File: config.mk
export PLATFORM = sky130hd
export DESIGN_NAME = ttbp_ram
export DESIGN_NICKNAME = d
export VERILOG_FILES = /design/src/sv/ttbp_ram.sv
export SDC_FILE = /design/constraint.sdc
export NUM_CORES = 2
export LEC_CHECK = 0
export BUFFER_PORTS_ARGS = -buffer_cell sky130_fd_sc_hd__buf_2
export CAP_MARGIN = 20
export CORE_MARGIN = 10
export CORE_UTILIZATION = 45
export CTS_CLUSTER_SIZE = 30
export DETAILED_ROUTE_END_ITERATION = 6
export GPL_TIMING_DRIVEN = 1
export MAX_ROUTING_LAYER = met4
export SYNTH_ARGS = -nofsm -noshare
export SYNTH_HDL_FRONTEND = slang
export SYNTH_SLANG_ARGS = --single-unit
File: constraint.sdc
create_clock -name clk -period 2.5 [get_ports clk]
set_input_delay 0.125 -clock clk [delete_from_list [all_inputs] [get_ports clk]]
set_output_delay 0.125 -clock clk [all_outputs]
set_load 0.02 [all_outputs]
File: src/sv/ttbp_ram.sv
`timescale 1ns / 1ps
module ttbp_ram #(
	parameter int WIDTH = 8,
	parameter int DEPTH = 256
) (
	input  logic                     clk,
	input  logic                     we,
	input  logic [$clog2(DEPTH)-1:0] waddr,
	input  logic [WIDTH-1:0]         wdata,
	input  logic [$clog2(DEPTH)-1:0] raddr,
	output logic [WIDTH-1:0]         rdata
);
	logic [WIDTH-1:0] mem [DEPTH];

	always_ff @(posedge clk) begin
		if (we) begin
			mem[waddr] <= wdata;
		end
		rdata <= mem[raddr];
	end
endmodule

==> results.json <==
{
  "ys_warn_count": 0,
  "grt_pass1_vias": 40983,
  "cts_max_level": 4,
  "synth_area_mm2": 0.0796,
  "clk_path_buf_depth": 3,
  "fmax_ghz": 0.406,
  "worstHoldStart": "waddr[2]",
  "rr_endpoint": "rdata[7]",
  "clock_latency_ps": 850,
  "cp-start-kind": "flip-flop",
  "drtPass1Iterations": 5,
  "core.rowCount": 154,
  "ir_drop_uv": 748,
  "regArea_mm2": 0.0617,
  "status": "completed",
  "via_per_inst": 5.85,
  "combinationalPowerShare_pct": 5.5,
  "ioPinCount": 34,
  "grt_max_degree": 91,
  "dp_hpwl_um": 136000,
  "initial_utilization_pct": 45.2,
  "cts-root-buf": "clkbuf_16",
  "dieWidth_um": 440,
  "drtIter0Drc": 4575,
  "ant_nets": 0,
  "top_layer": "met4",
  "cts_buffers": 202,
  "fin_skew_ps": 63.6,
  "globalplace.congestion": 0.873,
  "synthFlopType": "edfxtp_1",
  "wire_per_inst_um": 29.5,
  "seq_power_share_pct": 52.4,
  "slew_headroom_pct": 48.1,
  "cts_tree": "done",
  "grtUsageTotal_pct": 21.7,
  "syn_area_per_cell_um2": 21.3,
  "grt_pass1_wl_um": 298000,
  "worst_pin_slew_ps": 778,
  "netlist_instances": 3733,
  "critPathMaxFanout": 1,
  "post-place-cells": 6555,
  "period_needed_ps": 2460,
  "p_leak_nw": 30.5,
  "core-area_mm2": 0.176,
  "ys_ff_latch": 2056,
  "synth_edf_count": 2048,
  "final-instance-count-excl-fill": 6949,
  "holdPathEnd": "mem[173][3]",
  "worstHoldPathType": "in2reg",
  "area_delta_synth_final_pct": 18.5,
  "post_synth_num_cell_types": 55,
  "dieArea_mm2": 0.194,
  "nets": 4458,
  "final.setup.worst_slack_ps": 37.5,
  "die_height_um": 440,
  "seq_area_frac_synth_pct": 77.5,
  "p_sw_share_pct": 21.3,
  "rsz0062_at_grt": "false",
  "vias": 40678,
  "route.met2.wl_um": 99600,
  "period_share_pct": 98.5,
  "antenna_found_initial": 8,
  "crit_arrival_ps": 3190,
  "cts_sinks": 2056,
  "io_buffers": 33,
  "synthArstFlopShare_pct": 0,
  "p_int_mw": 57.2,
  "r2r_slack_ps": 40,
  "maxCapViolCount": 0,
  "syn-num-nets": 3759,
  "utilization_pct": 53.6,
  "wl_um": 205000,
  "finalHoldViolations": 0,
  "clock_power_share_pct": 42.1,
  "met1Wirelength_um": 85000,
  "clk_pin_slew_ps": 70,
  "pre_cts_ws_ps": -619,
  "switchingPower_mw": 15.5,
  "min_path_cells": 4,
  "layout-drive-gt1-share_pct": 32.6,
  "r2r_cells": 6,
  "critPathCaptureType": "flip-flop",
  "rr_startpoint": "mem[47][7]",
  "dr_wl_met3_um": 14000,
  "overflow": 0,
  "setup_viol": 0,
  "fillerInstances": 13530,
  "drv_slew": 0,
  "drc": 0,
  "power.density_mw_per_mm2": 771,
  "crit_type": "reg2reg",
  "multi_input_area_mm2": 0.0166,
  "required_ps": 3220
}
through the flow:
step	setup TNS (ps)	total power [mW]	hold WS, ps	cell area (um2)
4_1_cts	0	73.3	16.2	94300
3_3_place_gp	-3680	42.8	561	87400
2_1_floorplan	0	40.6	224	79600
5_1_grt	0	74.9	48.7	94300
6_report	0	72.7	71.6	94300
3_5_place_dp	-3490	42.8	571	87400
layer usage:
metal	vias to the layer above	global-route usage (%)
li1	17116	-
met1	21700	29.7
met2	1545	34.1
met3	317	3.47
met4	0	6.34
met5	-	-
power groups by stage:
stage | Sequential (mW) | Clock [mW] | Combinational [mW]
5_1_grt | 38.1 | 32.6 | 4.23
3_3_place_gp | 38.8 | 0 | 3.96
6_report | 38.1 | 30.6 | 4.00
4_1_cts | 38.1 | 31.2 | 4.03
3_5_place_dp | 38.8 | 0 | 4.00
2_1_floorplan | 38.8 | 0 | 1.85
kinds of logic after synthesis:
| kind of cell | synth area share, % |
|---|---|
| AND/OR/NAND/NOR | 2.63 |
| buffers and inverters | 1.83 |
| AO/OA/AOI/OAI | 3.42 |
| multiplexers | 14.6 |
| flip-flops | 77.5 |
layout make-up:
cell class / instances / share of cell area [%]
flip-flops and latches: 2056 / 65.4
multi-input cells: 1442 / 17.6
repair buffers: 728 / 6.79
clock buffers: 245 / 5.62
well taps: 2340 / 3.11
clock inverters: 132 / 1.52
diodes: 4 / 0.0106
inverters: 2 / 0.00796
flip-flops by register name (all words and copies together) (netlist names):
register and count:
mem 2048, rdata 8
worst max-delay path: stages, from the launching register on:
cell,delay [ps]
edfxtp_1,360
mux4_2,460
a22oi_1,410
a21oi_1,230
nor4_1,610
buf_4,240
nor4_1,50
repair_timing:
action,CTS,global route
hold buffers,13,0
buffers inserted,0,0
setup endpoints to repair,4,2
cloned,0,0
hold endpoints to repair,1025,0
gates resized for setup,4,2
layout by cell type (no fill, tap or decap), drive strengths merged, types with 5 or more instances in the layout:
cell,netlist,layout
o221ai,47,47
mux2i,134,134
buf,122,715
clkbuf,111,245
nand2b,8,8
dlygate4sd3,0,13
o21ai,12,12
dfxtp,8,8
and2,6,6
nand4,10,10
inv,1,9
a22o,8,8
nand2,33,33
clkinvlp,0,10
clkinv,1,91
nand3,34,34
bufinv,0,24
a211oi,16,16
a22oi,133,133
nor4,27,27
nor2,282,282
mux4,456,456
a2111oi,5,5
edfxtp,2048,2048
a221oi,14,14
o211ai,10,10
o22ai,28,28
o22a,5,5
nor2b,31,31
o32ai,5,5
a21oi,96,96
nor3,22,22
synth_stat cells (all sizes together), types with 12 or more instances:
cell | instances | area, um2
nor3 | 22 | 110
o221ai | 47 | 418
edfxtp | 2048 | 61500
a22oi | 133 | 998
a211oi | 16 | 120
buf | 122 | 1030
o21ai | 12 | 60.1
clkbuf | 111 | 417
nor2b | 31 | 194
nand3 | 34 | 170
mux4 | 456 | 10300
o22ai | 28 | 175
mux2i | 134 | 1340
a21oi | 96 | 480
nand2 | 33 | 124
a221oi | 14 | 129
nor2 | 282 | 1060
nor4 | 27 | 188
worst max path at each step:
| stage | slack, ps | to | startpoint | cells past startpoint |
|---|---|---|---|---|
| 2_1_floorplan | 440 | rdata[2] | raddr[0] | 9 |
| 3_3_place_gp | -680 | rdata[1] | raddr[0] | 10 |
| 3_5_place_dp | -620 | rdata[1] | raddr[0] | 13 |
| 4_1_cts | 30 | rdata[1] | mem[15][1] | 6 |
| 5_1_grt | 30 | rdata[7] | mem[47][7] | 6 |
| 6_report | 40 | rdata[7] | mem[47][7] | 6 |
No activity file was read; power rests on OpenSTA's default activity.
